<file path="config.mk">
export PLATFORM = sky130hd
export DESIGN_NAME = texture_surface_size_core
export DESIGN_NICKNAME = d
export VERILOG_FILES = /design/src/sv/tss_pkg.sv /design/src/sv/tss_front.sv /design/src/sv/tss_queue.sv /design/src/sv/tss_back.sv /design/src/sv/texture_surface_size_core.sv
export VERILOG_INCLUDE_DIRS = /design/src /design/src/sv
export SDC_FILE = /design/constraint.sdc
export NUM_CORES = 2
export LEC_CHECK = 0
export BUFFER_PORTS_ARGS = -buffer_cell sky130_fd_sc_hd__buf_2
export CAP_MARGIN = 10
export CORE_AREA = 2 2 254 256
export CTS_CLUSTER_DIAMETER = 30
export DETAILED_ROUTE_END_ITERATION = 10
export DIE_AREA = 0 0 256 258
export PLACE_DENSITY = 0.79
export SYNTH_ARGS = -nofsm -noshare
export SYNTH_HDL_FRONTEND = slang
export SYNTH_SLANG_ARGS = --single-unit
</file>
<file path="constraint.sdc">
create_clock -name clk -period 8.7 [get_ports clk]
set_input_delay 0.87 -clock clk [delete_from_list [all_inputs] [get_ports clk]]
set_output_delay 0.87 -clock clk [all_outputs]
set_load 0.02 [all_outputs]
</file>
<file path="src/sv/texture_surface_size_core_assert.svh">
// assertion macros for the surface size core
`ifndef TEXTURE_SURFACE_SIZE_CORE_ASSERT_SVH
`define TEXTURE_SURFACE_SIZE_CORE_ASSERT_SVH

// condition implies consequence in the same cycle
`define TSS_ASSERT_NOW(lbl, ante, cons) \
    lbl: assert property (@(posedge clk) disable iff (!rst_n) (ante) |-> (cons)) \
        else $error("surface size core check failed");

// condition implies consequence in the next cycle
`define TSS_ASSERT_NEXT(lbl, ante, cons) \
    lbl: assert property (@(posedge clk) disable iff (!rst_n) (ante) |=> (cons)) \
        else $error("surface size core check failed");

`endif

</file>
<file path="src/sv/tss_pkg.sv">
// shared types, constants and format decode for the surface size core
`default_nettype none

package tss_pkg;

    localparam int DIM_BITS = 16;
    localparam int ROW_W    = 20;
    localparam int ROWS_W   = 17;
    localparam int TOTAL_W  = 36;
    localparam int PROD_W   = ROW_W + ROWS_W;
    localparam int Q_DEPTH  = 4;
    localparam int Q_AW     = $clog2(Q_DEPTH);

    typedef enum logic [2:0] {
        KIND_PLAIN,
        KIND_BC,
        KIND_PACKED,
        KIND_NV11,
        KIND_PLANAR
    } kind_t;

    typedef struct packed {
        kind_t      kind;
        logic [2:0] bpe_sh;
    } class_t;

    typedef struct packed {
        logic [ROW_W-1:0]  row_bytes;
        logic [ROWS_W-1:0] row_count;
        logic [ROWS_W-1:0] mul_rows;
        logic              planar;
        logic              status;
    } entry_t;

    function automatic logic [7:0] bits_per_pixel(input logic [7:0] f);
        logic [7:0] bpp;
        unique case (f) inside
            [8'd1:8'd4]:                        bpp = 8'd128;
            [8'd5:8'd8]:                        bpp = 8'd96;
            [8'd9:8'd22], 8'd102, 8'd108, 8'd109: bpp = 8'd64;
            [8'd23:8'd47], [8'd67:8'd69], [8'd87:8'd93], 8'd100, 8'd101, 8'd107:
                                                bpp = 8'd32;
            [8'd48:8'd59], 8'd85, 8'd86, 8'd114, 8'd115, 8'd130, 8'd131:
                                                bpp = 8'd16;
            [8'd60:8'd65], [8'd73:8'd78], [8'd82:8'd84], [8'd94:8'd99], [8'd111:8'd113]:
                                                bpp = 8'd8;
            8'd66:                              bpp = 8'd1;
            [8'd70:8'd72], [8'd79:8'd81]:       bpp = 8'd4;
            8'd103, 8'd106, 8'd110:             bpp = 8'd12;
            8'd104, 8'd105, 8'd132:             bpp = 8'd24;
            default:                            bpp = 8'd0;
        endcase
        return bpp;
    endfunction

    function automatic class_t classify(input logic [7:0] f);
        class_t c;
        unique case (f) inside
            [8'd70:8'd72], [8'd79:8'd81]:               c = '{KIND_BC, 3'd3};
            [8'd73:8'd78], [8'd82:8'd84], [8'd94:8'd99]: c = '{KIND_BC, 3'd4};
            8'd68, 8'd69, 8'd107:                       c = '{KIND_PACKED, 3'd2};
            8'd108, 8'd109:                             c = '{KIND_PACKED, 3'd3};
            8'd110:                                     c = '{KIND_NV11, 3'd2};
            8'd103, 8'd106, 8'd130:                     c = '{KIND_PLANAR, 3'd1};
            8'd104, 8'd105:                             c = '{KIND_PLANAR, 3'd2};
            default:                                    c = '{KIND_PLAIN, 3'd0};
        endcase
        return c;
    endfunction

endpackage

`default_nettype wire

</file>
<file path="src/sv/tss_front.sv">
// front end: decodes the format and works out row pitch and row counts
`default_nettype none

module tss_front
    import tss_pkg::*;
(
    input  wire logic [7:0]  format_code,
    input  wire logic [15:0] width,
    input  wire logic [15:0] height,
    output entry_t           entry
);

    logic [DIM_BITS-1:0] w;
    logic [DIM_BITS-1:0] h;
    class_t              cls;
    logic [7:0]          bpp;
    logic [DIM_BITS:0]   w_quad;
    logic [DIM_BITS:0]   w_pair;
    logic [DIM_BITS:0]   h_quad;
    logic [DIM_BITS:0]   h_half;
    logic [DIM_BITS+8:0] bits_row;
    logic [ROW_W-1:0]    blocks_w;
    logic [ROW_W-1:0]    pairs_w;

    always_comb
    begin
        w        = width[DIM_BITS-1:0];
        h        = height[DIM_BITS-1:0];
        cls      = classify(format_code);
        bpp      = bits_per_pixel(format_code);
        w_quad   = ({1'b0, w} + (DIM_BITS+1)'(3)) >> 2;
        w_pair   = ({1'b0, w} + (DIM_BITS+1)'(1)) >> 1;
        h_quad   = ({1'b0, h} + (DIM_BITS+1)'(3)) >> 2;
        h_half   = ({1'b0, h} + (DIM_BITS+1)'(1)) >> 1;
        bits_row = (DIM_BITS+9)'(w) * (DIM_BITS+9)'(bpp) + (DIM_BITS+9)'(7);
        blocks_w = ROW_W'(w_quad);
        pairs_w  = ROW_W'(w_pair);

        entry.planar = 1'b0;
        entry.status = 1'b0;
        unique case (cls.kind)
            KIND_BC:
            begin
                entry.row_bytes = blocks_w << cls.bpe_sh;
                entry.row_count = ROWS_W'(h_quad);
                entry.mul_rows  = ROWS_W'(h_quad);
            end
            KIND_PACKED:
            begin
                entry.row_bytes = pairs_w << cls.bpe_sh;
                entry.row_count = ROWS_W'(h);
                entry.mul_rows  = ROWS_W'(h);
            end
            KIND_NV11:
            begin
                entry.row_bytes = blocks_w << cls.bpe_sh;
                entry.row_count = ROWS_W'({h, 1'b0});
                entry.mul_rows  = ROWS_W'({h, 1'b0});
            end
            KIND_PLANAR:
            begin
                entry.row_bytes = pairs_w << cls.bpe_sh;
                entry.row_count = ROWS_W'((DIM_BITS+1)'(h) + h_half);
                entry.mul_rows  = ROWS_W'(h);
                entry.planar    = 1'b1;
            end
            default:
            begin
                if (bpp == 8'd0)
                begin
                    entry.row_bytes = '0;
                    entry.row_count = '0;
                    entry.mul_rows  = '0;
                    entry.status    = 1'b1;
                end
                else
                begin
                    entry.row_bytes = ROW_W'(bits_row >> 3);
                    entry.row_count = ROWS_W'(h);
                    entry.mul_rows  = ROWS_W'(h);
                end
            end
        endcase
    end

endmodule

`default_nettype wire

</file>
<file path="src/sv/tss_queue.sv">
// short item queue between the front and back ends
`default_nettype none

module tss_queue
    import tss_pkg::*;
(
    input  wire logic   clk,
    input  wire logic   rst_n,
    input  wire logic   push_valid,
    output logic        push_ready,
    input  wire entry_t push_data,
    output logic        pop_valid,
    input  wire logic   pop_ready,
    output entry_t      pop_data
);

    entry_t          slot_reg [Q_DEPTH];
    logic [Q_AW-1:0] wr_ptr_reg;
    logic [Q_AW-1:0] wr_ptr_next;
    logic [Q_AW-1:0] rd_ptr_reg;
    logic [Q_AW-1:0] rd_ptr_next;
    logic [Q_AW:0]   count_reg;
    logic [Q_AW:0]   count_next;
    logic            push;
    logic            pop;

    always_comb
    begin
        push_ready  = count_reg != (Q_AW+1)'(Q_DEPTH);
        pop_valid   = count_reg != '0;
        pop_data    = slot_reg[rd_ptr_reg];
        push        = push_valid && push_ready;
        pop         = pop_valid && pop_ready;
        wr_ptr_next = push ? wr_ptr_reg + Q_AW'(1) : wr_ptr_reg;
        rd_ptr_next = pop ? rd_ptr_reg + Q_AW'(1) : rd_ptr_reg;
        count_next  = count_reg + (Q_AW+1)'(push) - (Q_AW+1)'(pop);
    end

    always_ff @(posedge clk or negedge rst_n)
    begin
        if (!rst_n)
        begin
            wr_ptr_reg <= '0;
            rd_ptr_reg <= '0;
            count_reg  <= '0;
        end
        else
        begin
            wr_ptr_reg <= wr_ptr_next;
            rd_ptr_reg <= rd_ptr_next;
            count_reg  <= count_next;
        end
    end

    always_ff @(posedge clk)
    begin
        if (push)
        begin
            slot_reg[wr_ptr_reg] <= push_data;
        end
    end

endmodule

`default_nettype wire

</file>
<file path="src/sv/tss_back.sv">
// back end: multiplies out the total size and holds the result item
`default_nettype none

module tss_back
    import tss_pkg::*;
(
    input  wire logic         clk,
    input  wire logic         rst_n,
    input  wire logic         pop_valid,
    output logic              pop_ready,
    input  wire entry_t       pop_data,
    output logic              out_valid,
    input  wire logic         out_ready,
    output logic [ROW_W-1:0]  row_bytes,
    output logic [ROWS_W-1:0] row_count,
    output logic [TOTAL_W-1:0] total_bytes,
    output logic              status
);

    logic               s1_valid_reg;
    logic               s1_valid_next;
    logic [PROD_W-1:0]  prod_reg;
    logic [ROW_W-1:0]   s1_row_reg;
    logic [ROWS_W-1:0]  s1_rows_reg;
    logic               s1_planar_reg;
    logic               s1_status_reg;
    logic               out_valid_reg;
    logic               out_valid_next;
    logic [ROW_W-1:0]   row_reg;
    logic [ROWS_W-1:0]  rows_reg;
    logic [TOTAL_W-1:0] total_reg;
    logic [TOTAL_W-1:0] total_next;
    logic               status_reg;
    logic               load1;
    logic               load2;

    always_comb
    begin
        load2          = s1_valid_reg && (!out_valid_reg || out_ready);
        pop_ready      = !s1_valid_reg || load2;
        load1          = pop_valid && pop_ready;
        s1_valid_next  = load1 ? 1'b1 : (load2 ? 1'b0 : s1_valid_reg);
        out_valid_next = load2 ? 1'b1 : (out_ready ? 1'b0 : out_valid_reg);
        if (s1_planar_reg)
        begin
            total_next = TOTAL_W'((PROD_W+1)'(prod_reg)
                       + (((PROD_W+1)'(prod_reg) + (PROD_W+1)'(1)) >> 1));
        end
        else
        begin
            total_next = TOTAL_W'(prod_reg);
        end
        out_valid   = out_valid_reg;
        row_bytes   = row_reg;
        row_count   = rows_reg;
        total_bytes = total_reg;
        status      = status_reg;
    end

    always_ff @(posedge clk or negedge rst_n)
    begin
        if (!rst_n)
        begin
            s1_valid_reg  <= 1'b0;
            out_valid_reg <= 1'b0;
        end
        else
        begin
            s1_valid_reg  <= s1_valid_next;
            out_valid_reg <= out_valid_next;
        end
    end

    always_ff @(posedge clk)
    begin
        if (load1)
        begin
            prod_reg      <= PROD_W'(pop_data.row_bytes) * PROD_W'(pop_data.mul_rows);
            s1_row_reg    <= pop_data.row_bytes;
            s1_rows_reg   <= pop_data.row_count;
            s1_planar_reg <= pop_data.planar;
            s1_status_reg <= pop_data.status;
        end
        if (load2)
        begin
            row_reg    <= s1_row_reg;
            rows_reg   <= s1_rows_reg;
            total_reg  <= total_next;
            status_reg <= s1_status_reg;
        end
    end

endmodule

`default_nettype wire

</file>
<file path="src/sv/texture_surface_size_core.sv">
// top level of the surface size core
//
// input channel in_valid/in_ready carries one query item: format_code, width,
// height. output channel out_valid/out_ready carries one result item per
// query: row_bytes, row_count, total_bytes and status (1 for unknown format,
// all sizes then zero).
// one item per cycle sustained while out_ready stays high; an accepted
// item passes the queue slot, the back end first stage and the output
// register to out_valid: the front end decode feeds a 4-entry queue in
// the accept cycle, the back end multiplies row pitch by rows in its first
// stage and adds planar chroma into the output register in its second.
// when out_ready is low the result holds, the back end fills, then the queue
// fills; in_ready falls only once all 4 queue entries are taken.
// reset empties the queue and both back end stages; in_ready is high right
// after reset.
`default_nettype none

`include "texture_surface_size_core_assert.svh"

module texture_surface_size_core
    import tss_pkg::*;
(
    input  wire logic          clk,
    input  wire logic          rst_n,
    input  wire logic          in_valid,
    output logic               in_ready,
    input  wire logic [7:0]    format_code,
    input  wire logic [15:0]   width,
    input  wire logic [15:0]   height,
    output logic               out_valid,
    input  wire logic          out_ready,
    output logic [19:0]        row_bytes,
    output logic [16:0]        row_count,
    output logic [35:0]        total_bytes,
    output logic               status
);

    entry_t front_entry;
    entry_t q_data;
    logic   q_valid;
    logic   q_ready;

    tss_front u_front (
        .format_code (format_code),
        .width       (width),
        .height      (height),
        .entry       (front_entry)
    );

    tss_queue u_queue (
        .clk        (clk),
        .rst_n      (rst_n),
        .push_valid (in_valid),
        .push_ready (in_ready),
        .push_data  (front_entry),
        .pop_valid  (q_valid),
        .pop_ready  (q_ready),
        .pop_data   (q_data)
    );

    tss_back u_back (
        .clk         (clk),
        .rst_n       (rst_n),
        .pop_valid   (q_valid),
        .pop_ready   (q_ready),
        .pop_data    (q_data),
        .out_valid   (out_valid),
        .out_ready   (out_ready),
        .row_bytes   (row_bytes),
        .row_count   (row_count),
        .total_bytes (total_bytes),
        .status      (status)
    );

    `TSS_ASSERT_NOW(a_invalid_zero, out_valid && status,
        row_bytes == '0 && row_count == '0 && total_bytes == '0)
    `TSS_ASSERT_NOW(a_full_not_empty, !in_ready, q_valid)
    `TSS_ASSERT_NEXT(a_push_lands, in_valid && in_ready, q_valid)

endmodule

`default_nettype wire

</file>
# Word-level counts from Yosys, hierarchy flattened
# Memories as Yosys holds them, arrays and structs flattened.
# Index checks and enable logic that the tools add are counted.
# totals
reg_bits	159
ramBits	224
out_inout_bits	76
wordCells	137
n_memories	1
# op_classes
n_addsub	12
mul	2
magnitude_cmp	28
n_eq_ne	26
n_shift	2
mux	14
n_reduce_logical	38
# mem_list
name	depth	word_bits	read_ports	rd_ports_with_merged_regs	wr	line_no	text
u_queue.slot_reg	4	56	1	0	1	tss_queue.sv:17	entry_t slot_reg [Q_DEPTH];
# ops
cell	count
$pmux W54 S4	1
$eq A8 B7 Y1 const B	18
$pmux W8 S10	1
$le A8 B7 Y1 const B	9
$ge A8 B7 Y1 const B	8
$mux W54	1
$pmux W6 S7	1
$add A37 B1 Y37 const B	1
$mul A20 B17 Y37	1
$add A36 B36 Y36	1
$mux W36	1
$add A16 B1 Y17 const B	2
$add A16 B2 Y17 const B	2
$eq A8 B8 Y1 const B	3
$add A23 B3 Y23 const B	1
$mul A16 B8 Y23	1
$shl A15 B3 Y20	1
$shl A16 B3 Y20	1
$add A16 B16 Y17	1
$logic_and A1 B1 Y1	17
$ge A8 B6 Y1 const B	2
$le A8 B6 Y1 const B	2
$reduce_or A3 Y1	5
$mux W1	9
other kinds (24)	32

# Longest topological paths before layout
# logic_depth
ltp_word	8
depth_mapped	31

# By module
# Synthesis repeated with hierarchy kept, for this count alone.
# hier_totals
hier_cells	3290
hier_area_um2	35409.0
# modules_own_cells
module	n_inst	cells_each	area_per_inst_um2	seq_area_each_um2
tss_back	1	1830	18448.9	4554.4
tss_queue	1	334	8569.5	6901.6
tss_front	1	1126	8390.5	0.0

# Worst setup path before layout
# OpenSTA, ideal clock, no wires.
# synth_timing
path_kind	register -> register
startpoint	register u_queue.rd_ptr_reg[0]
endpoint	register u_back.prod_reg[34], data pin
arrival_time_ns	7.375
slack_ns	1.054
stages_incl_launch_ff	26
path_buffers	3
period_less_slack_ns	7.646
path_cell_list	dfrtp_1 > clkbuf_1 > buf_1 > mux4_2 > buf_1 > nand2_1 > fa_1 > fa_1 > inv_1 > fa_1 > inv_1 > fa_1 > fa_1 > inv_1 > fa_1 > ha_1 > a21o_1 > a21o_1 > a21oi_1 > o21ai_0 > a32oi_1 > a31oi_1 > o41ai_1 > o21ai_0 > mux2i_1 > o2111ai_1
# synth_rtl
item	line_no	text
from (decl)	tss_queue.sv:20	logic [Q_AW-1:0] rd_ptr_reg;
from (signal assigned)	tss_queue.sv:50	rd_ptr_reg <= rd_ptr_next;
to (signal assigned)	tss_back.sv:78	prod_reg <= PROD_W'(pop_data.row_bytes) * PROD_W'(pop_data.mul_rows);
to (decl)	tss_back.sv:22	logic [PROD_W-1:0] prod_reg;

# Worst setup path in the final report
# layout_timing
startpoint	register u_queue.rd_ptr_reg[0]
endpoint	register u_back.prod_reg[34], data pin
# layout_via
elab_chain_len	2
# layout_rtl
item	line_no
$mem_v2 Z4 W56	n/a
$mul A20 B17 Y37	tss_back.sv:78
# No other way between the ends.
# A chain may end at the register's enable or synchronous reset.

==> flow_metrics.tcl <==
set metrics [dict create \
    status "finished, violations left" \
    violations "design-rule violations" \
    maxSlewViolCount 0 \
    grt_pass1_wl_um 133000 \
    synth_cell_types 94 \
    synth_compound_area_share_pct 9.77 \
    die_width_um 256 \
    cap_viol_max_count 0 \
    ys_seq_area_share_pct 33.2 \
    ios 120 \
    start_util_pct 54.3 \
    wl_um 81100 \
    ant_nets 0 \
    synth_top_family_by_area "adder cells" \
    synth_xor_area_share_pct 4.26 \
    die_h_um 258 \
    die-area_um2 66000 \
    worstPathRequired_ns 9.05 \
    drt-initial-drc-count 2261 \
    hold_path.class "in2async" \
    root_buffer "clkbuf_16" \
    avgRoutedWirePerCell_um 19.1 \
    rows 93 \
    layout-drive-gt1-share_pct 11.1 \
    grt_max_degree 76 \
    setup_tns_ns 0 \
    r2r_slack_ns 0.68 \
    syn_area_per_cell_um2 10.5 \
    hold_viol 0 \
    slowest_delay_ns 0.72 \
    path_max_fanout 26 \
    portBuffers 119 \
    holdBufCountCts 0 \
    ff_latch_area_um2 11500 \
    path_cells "buf_4 > mux4_2 > nand2_1 > fa_1 > fa_1 > inv_1 > fa_1 > inv_1 > fa_1 > fa_1 > inv_1 > fa_1 > ha_1 > a21o_1 > a21o_1 > a21oi_1 > o21ai_0 > a32oi_1 > a31oi_1 > o41ai_1 > o21ai_0 > mux2i_1 > o2111ai_1" \
    async_reset_ff_share_pct 2.35 \
    crit_slowest_cell "mux4_2" \
    cts.repair.resized 0 \
    drc 1 \
    clock_skew_ns 0.0779 \
    fp.coreArea_um2 63600 \
    fmax_mhz 125 \
    critPathTopFamily "adder cells" \
    largest_reg_flops 224 \
    tightest_slew_ns 1.07 \
    layout_common_cells "441 x inv_1, 435 x nand2_1, 374 x edfxtp_1" \
    htree_levels 2 \
    rsz0062_at_grt "false" \
    cts_buffers 58 \
    clk_pin_slew_ns 0.07 \
    synth.area.mux_share_pct 5.16 \
    synth_edf_count 374 \
    grt_use_total_pct 24.9 \
    antenna_found_initial 2 \
    worstSetupPathType "reg2reg" \
    cp.arrival_ns 8.37 \
    num-nets-final 3943 \
    critPathLaunchType "register" \
    ys_warn_count 0 \
    synth_fa_ha_area_share_pct 27.7 \
    period_minus_slack_ns 8.02 \
    netlist_area_um2 34500 \
    synthToLayoutAreaGrowth_pct 10.1 \
    vias_per_cell 5.86 \
    cts.sinks 383 \
    syn-num-nets 3892 \
    hold_slack_ns 0.0623 \
    dr.pass1.iters 9 \
    placed_area_um2 35800 \
    grt_overflow_total 0 \
    cts_tree "yes" \
    cts_buffer_depth 3 \
    slew_headroom_pct 28.6 \
    multiInputGateArea_um2 20800 \
    vias 24900 \
    syn-instance-count 3286 \
    setup_viol 0 \
    final_common_cell "inv_1" \
    crit_top_cell "fa_1" \
    ys_ff_latch 383 \
    fill_cells 4967 \
    grt_pass1_vias 25300 \
    synth_simple_gate_area_share_pct 13.2 \
    cp_num_buf_inv 4 \
    fin_area_um2 38000 \
    hpwlAfterDp_um 58900 \
    gp_congestion 0.902 \
    timing.final.crit_share_pct 92.2 \
    synth_flop_cell "edfxtp_1" \
    cts_setup_buffers 0 \
    cp-end-kind "register" \
    insertion_delay_ns 0.68 \
]
worst paths after layout:
check                                       from                    end  cells after the start
max                        u_queue.rd_ptr_reg[0]    u_back.prod_reg[34]                     23
max in group asynchronous                  rst_n   u_queue.count_reg[2]                      1
min                                        rst_n  u_queue.rd_ptr_reg[1]                      1
min in group clk           u_back.s1_rows_reg[3]    u_back.row_count[3]                      0
max reg2reg                u_queue.rd_ptr_reg[0]    u_back.prod_reg[34]                     23
min reg2reg                u_back.s1_rows_reg[3]    u_back.row_count[3]                      0
Yosys cell counts, types with 8 or more instances:
library cell	instances	area [um^2]
nand4_1	21	131
nand2b_1	19	119
a31oi_1	20	125
mux4_2	52	1170
nand2_1	435	1630
a221o_1	12	120
dfrtp_1	9	225
a2111oi_0	8	70.1
nand3_1	64	320
nor3_1	33	165
o21ai_1	14	70.1
nor2_1	144	541
a21oi_1	107	536
xnor2_1	108	946
mux2i_1	24	240
or2_2	8	50.1
o31ai_1	8	60.1
a21o_1	64	480
and3_1	25	156
edfxtp_1	374	11200
a22oi_1	12	90.1
or3_1	8	50.1
fa_1	339	6790
xor2_1	60	526
o21bai_1	18	135
nor2b_1	42	263
ha_1	223	2790
buf_2	25	125
mux2_2	32	360
clkbuf_1	104	390
buf_1	24	90.1
inv_1	441	1660
o22ai_1	8	50.1
o21ai_0	87	435
a211oi_1	16	120
o211ai_1	19	143
o21a_1	14	105
a221oi_1	8	70.1
and2_1	124	776
area by class of cell:
| type | count | share of cell area, % |
|---|---|---|
| repair buffers | 149 | 2.19 |
| multi-input cells | 2301 | 54.7 |
| flip-flops and latches | 383 | 30.1 |
| well taps | 855 | 2.81 |
| clock inverters | 49 | 1.92 |
| clock buffers | 61 | 3.87 |
| inverters | 444 | 4.38 |
| diodes | 2 | 0.0132 |
metal layers:
layer	share of wire [%]	GRT usage (%)	vias to the layer above
li1	-	-	11300
met1	40	32.3	12200
met2	50	43.2	1186
met3	7.8	3.95	201
met4	3.0	7.85	0
met5	0	0	-
per-stage QoR:
step | setup slack, ns | std cells | util, %
2_1_floorplan | 1.05 | 3286 | -
3_3_place_gp | 0.964 | 4132 | 56.3
6_report | 0.678 | 4244 | 59.8
4_1_cts | 0.669 | 4242 | 59.7
3_5_place_dp | 0.761 | 4132 | 56.3
5_1_grt | 0.242 | 4244 | 59.8
logic make-up after synthesis:
family / after synthesis
buffers and inverters: 602
adder cells (fa/ha/maj): 562
XOR/XNOR: 168
multiplexers: 109
AND/OR/NAND/NOR: 965
AO/OA/AOI/OAI: 497
flip-flops: 383
Power is left out: the tool's default activity adds up to more than one toggle a clock period on the data nets, which glitch-free logic cannot reach.
